--- config.mk ---
export PLATFORM = sky130hd
export DESIGN_NAME = tfqp_sqrt_cell
export DESIGN_NICKNAME = d
export VERILOG_FILES = /design/src/tfqp_pkg.sv /design/src/tfqp_sqrt_cell.sv
export SDC_FILE = /design/constraint.sdc
export NUM_CORES = 1
export LEC_CHECK = 0
export ABC_CLOCK_PERIOD_IN_PS = 800
export BUFFER_PORTS_ARGS = -buffer_cell sky130_fd_sc_hd__buf_2
export CORE_AREA = 3 3 164 166
export DETAILED_ROUTE_END_ITERATION = 10
export DIE_AREA = 0 0 167 169
export PLACE_DENSITY = 0.45
export SETUP_SLACK_MARGIN = 0.4
export SLEW_MARGIN = 20
export SYNTH_ARGS = -nofsm -noshare
export SYNTH_HDL_FRONTEND = slang
export SYNTH_SLANG_ARGS = --single-unit
--- constraint.sdc ---
create_clock -name clk -period 0.8 [get_ports clk]
set_input_delay 0.12 -clock clk [delete_from_list [all_inputs] [get_ports clk]]
set_output_delay 0.12 -clock clk [all_outputs]
set_load 0.01 [all_outputs]
--- src/tfqp_pkg.sv ---
// Shared types, widths and elaboration-time helpers for the tangent frame
// quaternion packer. No dependencies.
package tfqp_pkg;

    localparam int STORE_BITS_DEF = 16;
    localparam int LANES          = 4;
    localparam int MAG_W          = 31;
    localparam int LEN_W          = 31;
    localparam int RAD_W          = 62;
    localparam int REM_W          = 35;
    localparam int DREM_W         = 32;
    localparam int SQRT_STEPS     = 31;
    localparam int DIV_STEPS      = 31;

    typedef struct packed {
        logic [REM_W-1:0] rem;
        logic [LEN_W-1:0] root;
        logic [RAD_W-1:0] rad;
    } sqrt_state_t;

    typedef struct packed {
        logic [DREM_W-1:0] rem;
        logic [MAG_W-1:0]  quo;
    } div_lane_t;

    typedef struct packed {
        div_lane_t [LANES-1:0] lane;
        logic [LEN_W-1:0]      len;
        logic [LEN_W-1:0]      nbits;
    } div_state_t;

    // Constant-only integer square root (floor).
    function automatic longint unsigned isqrt_const(input longint unsigned v);
        longint unsigned res;
        longint unsigned rem;
        longint unsigned bit_v;
        res   = 0;
        rem   = v;
        bit_v = 64'd1 << 62;
        for (int i = 0; i < 32; i++)
        begin
            if (rem >= res + bit_v)
            begin
                rem = rem - (res + bit_v);
                res = (res >> 1) + bit_v;
            end
            else
            begin
                res = res >> 1;
            end
            bit_v = bit_v >> 2;
        end
        return res;
    endfunction

endpackage

--- src/tfqp_sqrt_cell.sv ---
// One bit-pair step of the pipelined integer square root.
// Depends on tfqp_pkg.
module tfqp_sqrt_cell
    import tfqp_pkg::*;
#(
    parameter int TAG_W = 1
)
(
    input  logic             clk,
    input  logic             rst_n,
    input  logic             en,
    input  logic             in_valid,
    input  sqrt_state_t      in_state,
    input  logic [TAG_W-1:0] in_tag,
    output logic             out_valid,
    output sqrt_state_t      out_state,
    output logic [TAG_W-1:0] out_tag
);

    logic        valid_reg;
    sqrt_state_t state_reg;
    sqrt_state_t state_next;
    logic [TAG_W-1:0] tag_reg;
    logic [REM_W-1:0] rem_sh;
    logic [REM_W-1:0] trial;

    always_comb
    begin
        rem_sh = {in_state.rem[REM_W-3:0], in_state.rad[RAD_W-1:RAD_W-2]};
        trial  = {{(REM_W-LEN_W-2){1'b0}}, in_state.root, 2'b01};
        state_next.rad = {in_state.rad[RAD_W-3:0], 2'b00};
        if (rem_sh >= trial)
        begin
            state_next.rem  = rem_sh - trial;
            state_next.root = {in_state.root[LEN_W-2:0], 1'b1};
        end
        else
        begin
            state_next.rem  = rem_sh;
            state_next.root = {in_state.root[LEN_W-2:0], 1'b0};
        end
    end

    always_ff @(posedge clk or negedge rst_n)
    begin
        if (!rst_n)
            valid_reg <= 1'b0;
        else if (en)
            valid_reg <= in_valid;
    end

    always_ff @(posedge clk)
    begin
        if (en)
        begin
            state_reg <= state_next;
            tag_reg   <= in_tag;
        end
    end

    assign out_valid = valid_reg;
    assign out_state = state_reg;
    assign out_tag   = tag_reg;

endmodule

==> metrics.md <==
| Metric | Value |
|---|---|
| Status | finished with violations |
| Failing checks | negative hold slack, negative setup slack |
| RSZ-0062 raised after global routing | yes |
| Die footprint | approximately 0.028 mm² |
| Port Buf Inserts | roughly 260 |
| Placer Congestion | 0.837 |
| Critical path depth | 15 |
| DR vias | a little under 6000 |
| Post-DR wirelength/cell | ~18 µm |
| Worst path bufs/invs | 6 |
| Hold crit path type | in -> reg |
| # diodes | 0 |
| Antenna violations before repair | 0 |
| Longest Clk Path Bufs | 2 |
| Total power draw | 22800 µW |
| Synth area leader | edfxtp_1 |
| Ratio of cells with drive above 1 in the final layout | between 60% and 70% |
| Total Routing Usage GR | 15.9% |
| Synth cell types | slightly above 60 |
| Largest fanout on the critical path | 7 |
| Cells on worst reg2reg path | 1 |
| Core area | approximately 0.026 mm² |
| Synth top area share | roughly three fifths |
| Htree depth | 4 |
| Clk Latency, worst-skew pair | ~0.42 ns |
| Async S/R FF share, synth | 0.781% |
| Die H | about 170 µm |
| Fraction of the yosys area taken by sequential cells | 60.2% |
| Vias per cell | about 4.5 |
| Post-route ant nets | 0 |
| Clock transition at path regs | approximately 0.070 ns |
| EDFF count, synth | around 130 |
| Initial core utilization | 24.8% |
| Yosys reg bits | 128 |
| Final slew viol count | 0 |
| Arr. time, crit path | between 2 and 2.5 ns |
| Post-CTS Hold Buffers | 1 |
| WP data required | between 0.9 and 1 ns |
| WS Path Type | in -> reg |
| Setup slack at placement | -1.81 ns |
| Reg2reg start | out_valid |
| Startpoint Class | input port |
| Synth top area cells | edfxtp_1 (60%), ha_1 (6.5%), a21oi_1 (4.2%) |
| Tcrit/Tclk final | 252% |
| Worst setup margin | -1.22 ns |
| Post-route DRC | 0 |
| F_max | just under 500 MHz |
| Final hold viol count | 94 |
| Fin crit period | slightly above 2 ns |
| Synthesized area | about 0.0064 mm² |
| Detailed Route Iter0 Violations | roughly 270 |
| WL final | between 20 and 25 mm |
| Die X | 167 µm |
| RR Endpoint | out_valid |
| Area Overhead vs Synth | 76.9% |
| Pre-antenna DRT Iters | 6 |
| Yosys warning count | 0 |
| Layout Skew | 0 ns |
| CP Capture Point | out_state[95] |
| Clock tree sinks | approximately 130 |
| Main synth FF type | edfxtp_1 |
| Crit path max-delay family | compound AO/OA/AOI/OAI gates |
| CTS tree | done |
| First-pass GRT wire length | approximately 35 mm |
| Crit end category | flip-flop |
| Inserted Clock Buffers | 17 |
| Slowest library cell on the worst path | a41o_4 |
| Cells after Synth | between 500 and 600 |
| Row count | 59 |
| Total global routing overflow | 0 |
| Most common cell after layout, fill and taps aside | buf_2 |
| Commonest cells after routing, fill and taps aside | buf_2 (231), buf_4 (139), edfxtp_1 (127) |
| Most used cell, CP | buf_6 |
| Vias in the first global route | 5911 |
| Largest net degree at the start of global routing | 31 |
| Worst VDD drop | between 1 and 1.5 mV |
| Final #Nets | 1124 |
| Leakage | ~0.0048 µW |
| Pwr dens | between 2000 and 2500 mW/mm² |
| CP startpoint | in_state[64] |
| Max stage delay on crit path | between 0.2 and 0.25 ns |
| I/O Pins | 263 |
| Critical path, cell by cell | buf_8 -> inv_4 -> ha_4 -> buf_6 -> a21oi_4 -> o211a_1 -> or3_4 -> nand2_4 -> a41o_4 -> o21ai_4 -> clkinv_4 -> buf_6 -> buf_12 -> nor2_4 -> a21oi_2 |
| Hold_ws | -0.140 ns |
| Synthesized area per cell | ~12 µm² |
| CTS root buf | clkbuf_16 |
| Setup Viol. Count Final | around 160 |
| R2r setup slk | around 0.060 ns |
| Max_cap viols | 0 |
| Post-DP HPWL | between 15 and 20 mm |
flip-flops by register name (all words and copies together) (netlist names):
register	count
out_state	126
out_valid	1
out_tag	1
report_power, final:
group	internal, µW	leakage (µW)	switching (µW)
logic	3310	0.00330	3170
registers	8240	0.00126	186
clock network	4380	0.000273	3500
total	15900	0.00483	6850
cell type report:
| class | instances | area, µm² |
|---|---|---|
| clock inverter | 15 | 149 |
| clock buffer | 17 | 425 |
| timing repair buffer | 426 | 3060 |
| multi-input combinational | 338 | 3180 |
| inverter | 47 | 209 |
| fill | 2503 | 14500 |
| sequential | 128 | 3840 |
| tap | 335 | 419 |
through the flow:
step                      util, %  cell area, µm²  TNS, ns  instances  hold WS, ns
after floorplan                 -            6830   -45.27        532       -0.176
after global placement       36.5            9390   -68.32       1237       -0.104
after detailed placement     36.5            9390   -67.92       1237       -0.102
after CTS                    42.1           10800   -75.38       1295       -0.151
after global routing         43.8           11300   -81.42       1306       -0.153
final                        43.8           11300   -74.23       1306       -0.140
what timing repair did:
| action | 4_1_cts | 5_1_grt |
|---|---|---|
| resized for setup | 144 | 79 |
| buffers inserted | 20 | 9 |
| pin swaps | 26 | 17 |
| endpoints found under the hold margin | 96 | 95 |
| cloned | 5 | 2 |
| setup endpoints to repair | 226 | 192 |
routing by layer:
metal  track usage [%]  part of all wire (%)  wire [µm]  vias up
met1              20.1                    44      10200     2769
met3              3.60                   6.0       1380       13
met2              27.7                    49      11500      206
met5                 0                     0          0        -
li1                  -                     -          -     2845
met4              4.12                  0.88        205        0
cell families (layout without fill, tap and decap cells):
family / after synthesis / in the layout / share of synthesized area (%)
flip-flops: 128 / 128 / 60.2
XOR/XNOR: 24 / 24 / 3.30
buffers and inverters: 66 / 505 / 4.34
AO/OA/AOI/OAI: 149 / 149 / 15.0
multiplexers: 5 / 5 / 0.844
adder cells (fa/ha/maj): 33 / 33 / 6.47
AND/OR/NAND/NOR: 125 / 125 / 9.81
other: 1 / 2 / 0.0588
synth_stat cells, drive strengths merged (3+ instances only):
master and n:
nor2b 4, o21ai 32, nand2 28, o21bai 5
a21o 12, nand3 8, a21oi 56, edfxtp 127
a211oi 7, a31oi 5, nor3b 3, o21a 7
and4 3, nand4 8, nor2 43, mux2 3
inv 47, buf 16, and3 9, clkbuf 3
ha 33, nor3 6, xor2 11, o211ai 4
o31ai 5, and2 4, xnor2 13
how the worst min path moves through the flow:
stage	to	start	slack (ns)	cells after the start
after floorplan	out_valid	rst_n	-0.18	0
after global placement	out_valid	rst_n	-0.10	1
after detailed placement	out_valid	rst_n	-0.10	1
after CTS	out_state[67]	in_state[66]	-0.15	1
after global routing	out_state[2]	in_state[0]	-0.15	1
final	out_state[55]	in_state[53]	-0.14	1
No activity file was read; power rests on OpenSTA's default activity.
