**config.mk**
```make
export PLATFORM = sky130hd
export DESIGN_NAME = tfqp_div_cell
export DESIGN_NICKNAME = d
export VERILOG_FILES = /design/src/tfqp_pkg.sv /design/src/tfqp_div_cell.sv
export SDC_FILE = /design/constraint.sdc
export NUM_CORES = 1
export LEC_CHECK = 0
export BUFFER_PORTS_ARGS = -buffer_cell sky130_fd_sc_hd__clkbuf_2
export CORE_AREA = 4 4 243 245
export DETAILED_ROUTE_END_ITERATION = 6
export DIE_AREA = 0 0 247 249
export GPL_TIMING_DRIVEN = 1
export SYNTH_ARGS = -nofsm -noshare
export SYNTH_HDL_FRONTEND = slang
export SYNTH_SLANG_ARGS = --single-unit
```
**constraint.sdc**
```tcl
create_clock -name clk -period 1.5 [get_ports clk]
set_input_delay 0.15 -clock clk [delete_from_list [all_inputs] [get_ports clk]]
set_output_delay 0.15 -clock clk [all_outputs]
set_load 0.005 [all_outputs]
```
**src/tfqp_pkg.sv**
```systemverilog
// Shared types, widths and elaboration-time helpers for the tangent frame
// quaternion packer. No dependencies.
package tfqp_pkg;

    localparam int STORE_BITS_DEF = 16;
    localparam int LANES          = 4;
    localparam int MAG_W          = 31;
    localparam int LEN_W          = 31;
    localparam int RAD_W          = 62;
    localparam int REM_W          = 35;
    localparam int DREM_W         = 32;
    localparam int SQRT_STEPS     = 31;
    localparam int DIV_STEPS      = 31;

    typedef struct packed {
        logic [REM_W-1:0] rem;
        logic [LEN_W-1:0] root;
        logic [RAD_W-1:0] rad;
    } sqrt_state_t;

    typedef struct packed {
        logic [DREM_W-1:0] rem;
        logic [MAG_W-1:0]  quo;
    } div_lane_t;

    typedef struct packed {
        div_lane_t [LANES-1:0] lane;
        logic [LEN_W-1:0]      len;
        logic [LEN_W-1:0]      nbits;
    } div_state_t;

    // Constant-only integer square root (floor).
    function automatic longint unsigned isqrt_const(input longint unsigned v);
        longint unsigned res;
        longint unsigned rem;
        longint unsigned bit_v;
        res   = 0;
        rem   = v;
        bit_v = 64'd1 << 62;
        for (int i = 0; i < 32; i++)
        begin
            if (rem >= res + bit_v)
            begin
                rem = rem - (res + bit_v);
                res = (res >> 1) + bit_v;
            end
            else
            begin
                res = res >> 1;
            end
            bit_v = bit_v >> 2;
        end
        return res;
    endfunction

endpackage

```
**src/tfqp_div_cell.sv**
```systemverilog
// One quotient-bit step of the four-lane pipelined restoring divider.
// Depends on tfqp_pkg.
module tfqp_div_cell
    import tfqp_pkg::*;
#(
    parameter int TAG_W = 1
)
(
    input  logic             clk,
    input  logic             rst_n,
    input  logic             en,
    input  logic             in_valid,
    input  div_state_t       in_state,
    input  logic [TAG_W-1:0] in_tag,
    output logic             out_valid,
    output div_state_t       out_state,
    output logic [TAG_W-1:0] out_tag
);

    logic       valid_reg;
    div_state_t state_reg;
    div_state_t state_next;
    logic [TAG_W-1:0]  tag_reg;
    logic [DREM_W:0]   dvs;
    logic [DREM_W:0]   r_sh [LANES];

    always_comb
    begin
        dvs = {1'b0, in_state.len, 1'b0};
        state_next.len   = in_state.len;
        state_next.nbits = {in_state.nbits[LEN_W-2:0], 1'b0};
        for (int i = 0; i < LANES; i++)
        begin
            r_sh[i] = {in_state.lane[i].rem, in_state.nbits[LEN_W-1]};
            if (r_sh[i] >= dvs)
            begin
                state_next.lane[i].rem = DREM_W'(r_sh[i] - dvs);
                state_next.lane[i].quo = {in_state.lane[i].quo[MAG_W-2:0], 1'b1};
            end
            else
            begin
                state_next.lane[i].rem = DREM_W'(r_sh[i]);
                state_next.lane[i].quo = {in_state.lane[i].quo[MAG_W-2:0], 1'b0};
            end
        end
    end

    always_ff @(posedge clk or negedge rst_n)
    begin
        if (!rst_n)
            valid_reg <= 1'b0;
        else if (en)
            valid_reg <= in_valid;
    end

    always_ff @(posedge clk)
    begin
        if (en)
        begin
            state_reg <= state_next;
            tag_reg   <= in_tag;
        end
    end

    assign out_valid = valid_reg;
    assign out_state = state_reg;
    assign out_tag   = tag_reg;

endmodule

```
==> results of run 1 <==
[sequential cells by signal, indices dropped and copies added (netlist names)]
| signal | count |
|---|---|
| out_state | 310 |
| out_tag | 1 |
| out_valid | 1 |
[layout by cell type (no fill, tap or decap), types with 18 or more instances in the layout]
master,count
buf_8,20
nand2_2,21
xor2_1,42
nand2b_1,23
buf_12,31
buf_4,461
ha_4,40
xnor2_1,55
clkbuf_16,44
o21ai_2,51
a21oi_2,41
inv_1,45
a21oi_1,91
a21o_1,65
ha_1,80
nand2_1,93
clkbuf_2,613
buf_6,37
nor2_1,67
nand4_1,18
o21ai_0,48
edfxtp_1,311
dlygate4sd3_1,295
mux2_4,41
[power by group through the flow]
stage | clock (mW) | sequential (mW) | combinational [mW]
5_1_grt | 10.4 | 11.3 | 11.4
6_report | 9.81 | 11.3 | 10.8
3_3_place_gp | 0 | 11.4 | 7.93
2_1_floorplan | 0 | 11.4 | 3.50
3_5_place_dp | 0 | 11.4 | 8.01
4_1_cts | 10.0 | 11.3 | 10.1
[critical path, cell delays in order]
cell	delay [ns]
buf_8	0.08
clkinvlp_4	0.10
buf_12	0.15
ha_4	0.22
nor2b_4	0.12
o31a_1	0.33
o311ai_4	0.29
o21ai_2	0.13
buf_4	0.15
and3_4	0.14
o41a_1	0.36
o211ai_1	0.27
a2111o_1	0.19
nand3_1	0.06
[layer usage]
| metal | part of all wire, % | vias up |
|---|---|---|
| li1 | - | 8649 |
| met1 | 36 | 8997 |
| met2 | 51 | 664 |
| met3 | 5.8 | 221 |
| met4 | 7.0 | 16 |
| met5 | 0.098 | - |
[through the flow]
stage | total power, mW | area, um2 | cells
floorplan | 14.92 | 18070 | 1508
global placement | 19.35 | 25510 | 3323
detailed placement | 19.42 | 25510 | 3323
CTS | 31.38 | 31770 | 3759
global route | 33.17 | 32820 | 3779
finish | 31.83 | 32830 | 3781
[layout make-up]
type | count | area, um2 | share of cell area [%]
antenna | 3 | 7.507 | 0.02287
clock buffer | 47 | 1049 | 3.194
clock inverter | 26 | 275.3 | 0.8386
inverter | 73 | 372.9 | 1.136
multi-input combinational | 1083 | 9637 | 29.36
sequential | 312 | 9364 | 28.53
tap | 765 | 957.2 | 2.916
timing repair buffer | 1472 | 11160 | 34.01
[timing repair]
item / in CTS / in global routing
gates resized for setup: 266 / 220
pin swaps: 73 / 115
gates cloned: 16 / 2
endpoints found under the setup margin: 128 / 128
hold endpoints to repair: 304 / 2
setup buffers: 56 / 32
hold buffers: 293 / 2
[synthesized netlist by cell type (10+ instances only)]
library cell	number	area share, %
a21oi_1	135	3.9
nor2b_1	17	0.61
buf_2	13	0.37
edfxtp_1	311	53
inv_1	71	1.5
ha_1	124	8.9
xnor2_1	57	2.8
nor3_1	16	0.46
nand3_1	19	0.54
o21ai_0	76	2.2
a21o_1	66	2.8
nand2b_1	23	0.82
mux2_2	10	0.64
clkbuf_1	20	0.43
o21ai_1	36	1.0
o21bai_1	15	0.64
nor2_1	88	1.9
mux2_1	32	2.1
nand2_1	126	2.7
xor2_1	44	2.2
nand4_1	18	0.64
a31oi_1	10	0.36
a211oi_1	12	0.51
o21a_1	15	0.64
[logic make-up (layout without fill, tap and decap cells)]
group           Yosys count  in the layout  synth area share, %
compound gates          440            440                16.16
simple gates            364            366                10.05
flops                   312            312                53.43
fa+ha+maj               128            128                9.310
buf+inv                 115           1618                2.992
xor+xnor                101            101                5.048
mux                      47             47                2.984
other cells               1              4              0.02140
[final timing paths]
kind                          startpoint             end  slack [ns]
setup reg to reg               out_valid       out_valid        0.75
setup / recovery            in_state[33]  out_state[250]       -0.93
hold reg to reg                out_valid       out_valid        0.53
max in group asynchronous          rst_n       out_valid        0.98
hold / removal             in_state[241]  out_state[242]       0.009
min in group asynchronous          rst_n       out_valid        0.42
==> out/results.ini, run 1 <==
[detailed_routing]
drc_errors = 0
avgRoutedWirePerCell_um = 22.99
via_per_inst = 4.905
via_count = 18550
routed_wl_mm = 86.92
dr.first_iter.drc_count = 697
drtAntennaViolNets = 0
dr.pass1.iters = 5

[cells_and_area]
fin_util_pct = 57.44
fin_nets = 3430
final_layout_size_suffix_gt1_share_pct = 53.17
area_delta_synth_final_pct = 87.31
fillerInstances = 4642

[worst_setup_path]
arrival_ns = 2.74
critPathMaxFanout = 3
cp-start-kind = input pin
cp-end-kind = flop
path_class = input pin to flop
rr_worst_depth = 1
cp.required_ns = 1.81

[synthesis]
synth_ff_type = edfxtp_1
synthesis.area_um2 = 17520
syn_nets = 1955
async_flop_share_pct = 0.3205
ys_seq_area_share_pct = 53.43
synth_seq_cells = 312
synth_edf_count = 311
syn_area_per_cell_um2 = 11.62
synth_cell_types = 83
ys_warn_count = 0
synthCells = 1508

[sta]
slew_headroom_pct = 61.89
skew_ns = 0
fin_tns_setup_ns = -101.52
whs_ns = 0.008808
slew_violations = 0
fin_crit_ns = 2.426
grt_setup_unrepaired = true
hold_violations = 0
max_freq_mhz = 412.2
postLayoutSetupSlackWorst_ns = -0.9263
setup_viol = 128
worst_slew_pin_slew_ns = 0.5717
post-route-period-util_pct = 161.8

[global_routing]
grt_pass1_vias = 19520
grt_antenna_before_repair = 11
use_met2_pct = 48.84
grt_pass1_wl_mm = 122.6
track_usage_pct = 26.64
busiest_layer = met2
grt_max_degree = 47
use_met3_pct = 5.576
use_met1_pct = 27.94
globalRouteOverflowTotal = 0

[floorplan]
io_pins = 635
dieWidth_um = 247
core_area_um2 = 57140
die-area_um2 = 61500
row_count = 88
die_y_um = 249
initial_core_util_pct = 30.67

[pwr]
leakagePower_nw = 14.74
power_frac_clock_pct = 30.8
switching_share_pct = 30.10
p_int_mw = 22.25
pwr-share-seq_pct = 35.4
p_comb_share_pct = 33.8
powerDensity_nw_per_um2 = 969.7
p_switching_mw = 9.581
vdd_drop_max_mv = 0.8041

[placement]
place_ws_ns = -1.669
gp_congestion = 0.9180
io_buffers = 629
dp_hpwl_mm = 64.89

[min_path]
worst_hold_path_type = input pin to flop
min_path_cells = 4

[cts]
clkSlewWorstSetupHoldPaths_ns = 0.06
cts.sink_count = 312
clk_path_buf_depth = 3
htreeDepth = 2
clk_latency_ns = 0.56
cts_tree = yes
clock-root-buffer = clkbuf_16
cts_made_buffers = 41

[status]
status = finished, violations left
violations = negative setup slack

[flow_run]
maxCapViolations = 0

(Power assumes the default switching activity.)
==> run 2: changes to the inputs <==
--- a/config.mk
+++ b/config.mk
@@ -5,10 +5,11 @@
 export SDC_FILE = /design/constraint.sdc
 export NUM_CORES = 1
 export LEC_CHECK = 0
+export ABC_AREA = 1
 export BUFFER_PORTS_ARGS = -buffer_cell sky130_fd_sc_hd__clkbuf_2
-export CORE_AREA = 4 4 243 245
+export CORE_MARGIN = 4
+export CORE_UTILIZATION = 35
 export DETAILED_ROUTE_END_ITERATION = 6
-export DIE_AREA = 0 0 247 249
 export GPL_TIMING_DRIVEN = 1
 export SYNTH_ARGS = -nofsm -noshare
 export SYNTH_HDL_FRONTEND = slang
==> run 2 against run 1 <==
The flow still finishes with violations (negative setup slack). Sequential power about the same. Non-clock buffer count down 15. Worst setup slack improved by 0.69 ns. Area after synthesis up 21%. Wire length is 18% higher. Combinational power up 4%. Final area rose by 13%. Flip-flop and latch count stayed put. Clock-buffer cell count decreased by 4. Total power grew 0.44%. Critical path depth up 1. Critical path type unchanged.
==> out/results.ini, run 2 <==
[status]
status = finished, violations left
violations = negative setup slack

[sta]
hold_violations = 0  ; unchanged
max_freq_mhz = 576.3  ; +40%
post-route-period-util_pct = 115.7  ; -46 points
slew_violations = 0  ; unchanged
skew_ns = 0  ; unchanged
grt_setup_unrepaired = true
setup_viol = 127  ; -0.78%
postLayoutSetupSlackWorst_ns = -0.2352  ; +0.6911 ns
fin_tns_setup_ns = -19.69  ; +81.83 ns
fin_crit_ns = 1.735  ; -0.6911 ns

[worst_setup_path]
r2r-start = out_valid
cp-start-kind = input pin
timing.rr.end = out_valid
path_class = input pin to flop
cp.required_ns = 1.81  ; about the same
arrival_ns = 2.05  ; -0.69 ns
path_depth = 15  ; +1
cpPeakStageDelay_ns = 0.29  ; -0.07 ns
path_buf_inv = 6  ; +2
rrSetupSlack_ns = 0.76  ; about the same
critPathMaxFanout = 7  ; +4
cp_slowest_cell = ha_4
cp-end-kind = flop
rr_worst_depth = 1  ; unchanged
cp_top_family = simple AND/OR/NAND/NOR gates
path_cells = buf_8, clkinvlp_4, buf_12, buf_12, ha_4, nand2_4, nor2_4, inv_2, nor3_4, nand3_2, nand3_4, nand2_8, clkbuf_16, nand3_2, nand2_1

[synthesis]
ys_seq_area_share_pct = 44.25  ; -9.2 points
synth_compound_area_share_pct = 2.903  ; -13 points
synth_ff_type = edfxtp_1
synth_xor_area_share_pct = 2.400  ; -2.6 points
yosys.area.top_type_share_pct = 44.13  ; -9.2 points
synthCells = 2793  ; +85%
synth_cell_types = 42  ; -49%
muxShareOfSynthArea_pct = 0.05321  ; -2.9 points
syn_nets = 3240  ; +66%
synth_largest_area_cell = edfxtp_1
synthTopCellsByArea = edfxtp_1 (44%), nand2_1 (19%), inv_1 (9.9%)
post_synth_fa_ha_maj_area_fraction_pct = 7.710  ; -1.6 points
synthesis.area_um2 = 21160  ; +21%
synth_top_family_by_area = simple AND/OR/NAND/NOR gates
synth_seq_cells = 312  ; unchanged
synth_simple_gate_area_share_pct = 31.33  ; +21 points
async_flop_share_pct = 0.3205  ; unchanged
syn_area_per_cell_um2 = 7.577  ; -35%
ys_warn_count = 0  ; unchanged
synth.most_common_cell = nand2_1
synth_common_cells = nand2_1 (1087), inv_1 (556), edfxtp_1 (311), nand3_1 (188), nor2_1 (158)
synth_edf_count = 311  ; unchanged

[pwr]
leakagePower_nw = 19.09  ; +29%
p_int_mw = 21.75  ; -2.2%
pwr-share-seq_pct = 34.8  ; -0.6 points
power_mw = 31.97  ; +0.44%
p_comb_share_pct = 35.2  ; +1.4 points
vdd_drop_max_mv = 0.7758  ; -3.5%
p_switching_mw = 10.22  ; +6.7%
powerDensity_nw_per_um2 = 858.6  ; -11%
power_frac_clock_pct = 30.0  ; -0.8 points
switching_share_pct = 31.96  ; +1.9 points

[floorplan]
io_pins = 635  ; unchanged
die_y_um = 253.9  ; +2.0%
core_area_um2 = 59460  ; +4.1%
die-area_um2 = 64460  ; +4.8%
initial_core_util_pct = 35.59  ; +4.9 points
row_count = 89  ; +1.1%
dieWidth_um = 253.9  ; +2.8%

[cells_and_area]
largest_reg_flops = 310  ; unchanged
fin_nets = 4701  ; +37%
fin_util_pct = 62.62  ; +5.2 points
final_cell_mix = nand2_1 (955), clkbuf_2 (613), inv_1 (519)
final_area_um2 = 37240  ; +13%
mostFrequentLayoutCell = nand2_1
final_layout_size_suffix_gt1_share_pct = 41.12  ; -12 points
area_delta_synth_final_pct = 75.96

[placement]
gp_congestion = 0.9461  ; +3.1%
place_area_um2 = 30220  ; +18%
place_ws_ns = -0.9414  ; +0.7273 ns
io_buffers = 629  ; unchanged
dp_hpwl_mm = 77.38  ; +19%

[cts]
clkSlewWorstSetupHoldPaths_ns = 0.06  ; about the same
clk_latency_ns = 0.55  ; about the same
htreeDepth = 2  ; unchanged
cts_made_buffers = 38  ; -7.3%
clock-root-buffer = clkbuf_16
clk_path_buf_depth = 3  ; unchanged
cts.sink_count = 312  ; unchanged
cts_tree = yes

[min_path]
min_path_cells = 4  ; unchanged
worst_hold_path_type = input pin to flop
hp-start = in_state[108]
worstHoldEndpoint = out_state[109]

[global_routing]
grt_pass1_vias = 23350  ; +20%
grt_pass1_wl_mm = 139.7  ; +14%
track_usage_pct = 29.23  ; +2.6 points
globalRouteOverflowTotal = 0  ; unchanged
grt_max_degree = 43  ; -8.5%
grt_antenna_before_repair = 10  ; -1

[detailed_routing]
dr.first_iter.drc_count = 1573  ; +130%
dr.pass1.iters = 6  ; +1
routed_wl_mm = 102.2  ; +18%
via_per_inst = 4.709  ; -4.0%
drtAntennaViolNets = 0  ; unchanged
via_count = 23830  ; +28%
avgRoutedWirePerCell_um = 20.21  ; -12%
drc_errors = 0  ; unchanged

[flow_run]
maxCapViolations = 0  ; unchanged

-- run 2: cell count changes after synthesis, sizes merged, moves of 15 or more --
| cell | previous run | this run |
|---|---|---|
| clkbuf | 20 | 5 |
| nand4 | 18 | 57 |
| nor2b | 17 | 0 |
| nand2b | 23 | 0 |
| xnor2 | 57 | 8 |
| o21a | 15 | 0 |
| nand3 | 19 | 202 |
| nand2 | 126 | 1106 |
| inv | 73 | 563 |
| nor2 | 88 | 170 |
| a21oi | 137 | 62 |
| mux2 | 42 | 1 |
| a21o | 66 | 4 |
| o21ai | 117 | 42 |
-- run 2: kinds of logic after synthesis --
family,after synthesis
buffers and inverters,601
xor gates and xnor gates,58
AOI/OAI and AO/OA,115
muxes,1
other,1
and+or+nand+nor,1577
DFF,312
adders and majority gates,128
-- run 2: timing repair --
item	4_1_cts	5_1_grt
gates resized for setup	89	368
endpoints found under the hold margin	272	2
pin swaps	13	109
endpoints found under the setup margin	128	128
gates cloned	5	17
hold buffers	267	2
setup buffers	26	26
-- run 2: final cells by class --
type | count | area, um2
clock buffer | 43 | 991.0
multi-input combinational | 1880 | 12140
fill | 5142 | 22230
clock inverter | 26 | 271.5
antenna | 4 | 10.01
sequential | 312 | 9364
inverter | 565 | 2236
tap | 773 | 967.2
timing repair buffer | 1457 | 11260
-- run 2: through the flow --
stage	instances	hold slack, ns
6_report	5060	0.01886
5_1_grt	5057	0.007295
4_1_cts	5014	0.001715
3_5_place_dp	4650	-0.07125
3_3_place_gp	4650	-0.07407
2_1_floorplan	2793	-0.1456
-- run 2: routing by layer --
| layer | up-vias | part of all wire (%) | global-route usage, % |
|---|---|---|---|
| met3 | 216 | 7.5 | 6.724 |
| met1 | 10960 | 38 | 33.39 |
| met5 | - | 0.15 | 0.8271 |
| met4 | 14 | 5.8 | 12.93 |
| met2 | 894 | 49 | 52.15 |
| li1 | 11740 | - | - |
-- run 2: how the worst max path moves through the flow --
| stage | startpoint | to | slack [ns] |
|---|---|---|---|
| 3_5_place_dp | in_state[61] | out_state[162] | -0.94 |
| 2_1_floorplan | in_state[219] | out_state[225] | -0.48 |
| 5_1_grt | in_state[52] | out_state[119] | -0.31 |
| 6_report | in_state[52] | out_state[109] | -0.24 |
| 3_3_place_gp | in_state[61] | out_state[162] | -0.94 |
| 4_1_cts | in_state[61] | out_state[306] | -0.22 |
-- run 2: power groups by stage --
stage / Combinational [mW] / Sequential (mW) / Clock (mW)
3_5_place_dp: 9.07 / 11.3 / 0
4_1_cts: 10.1 / 11.1 / 9.75
2_1_floorplan: 3.98 / 11.3 / 0
3_3_place_gp: 9.02 / 11.3 / 0
5_1_grt: 12.2 / 11.2 / 10.1
6_report: 11.2 / 11.1 / 9.58
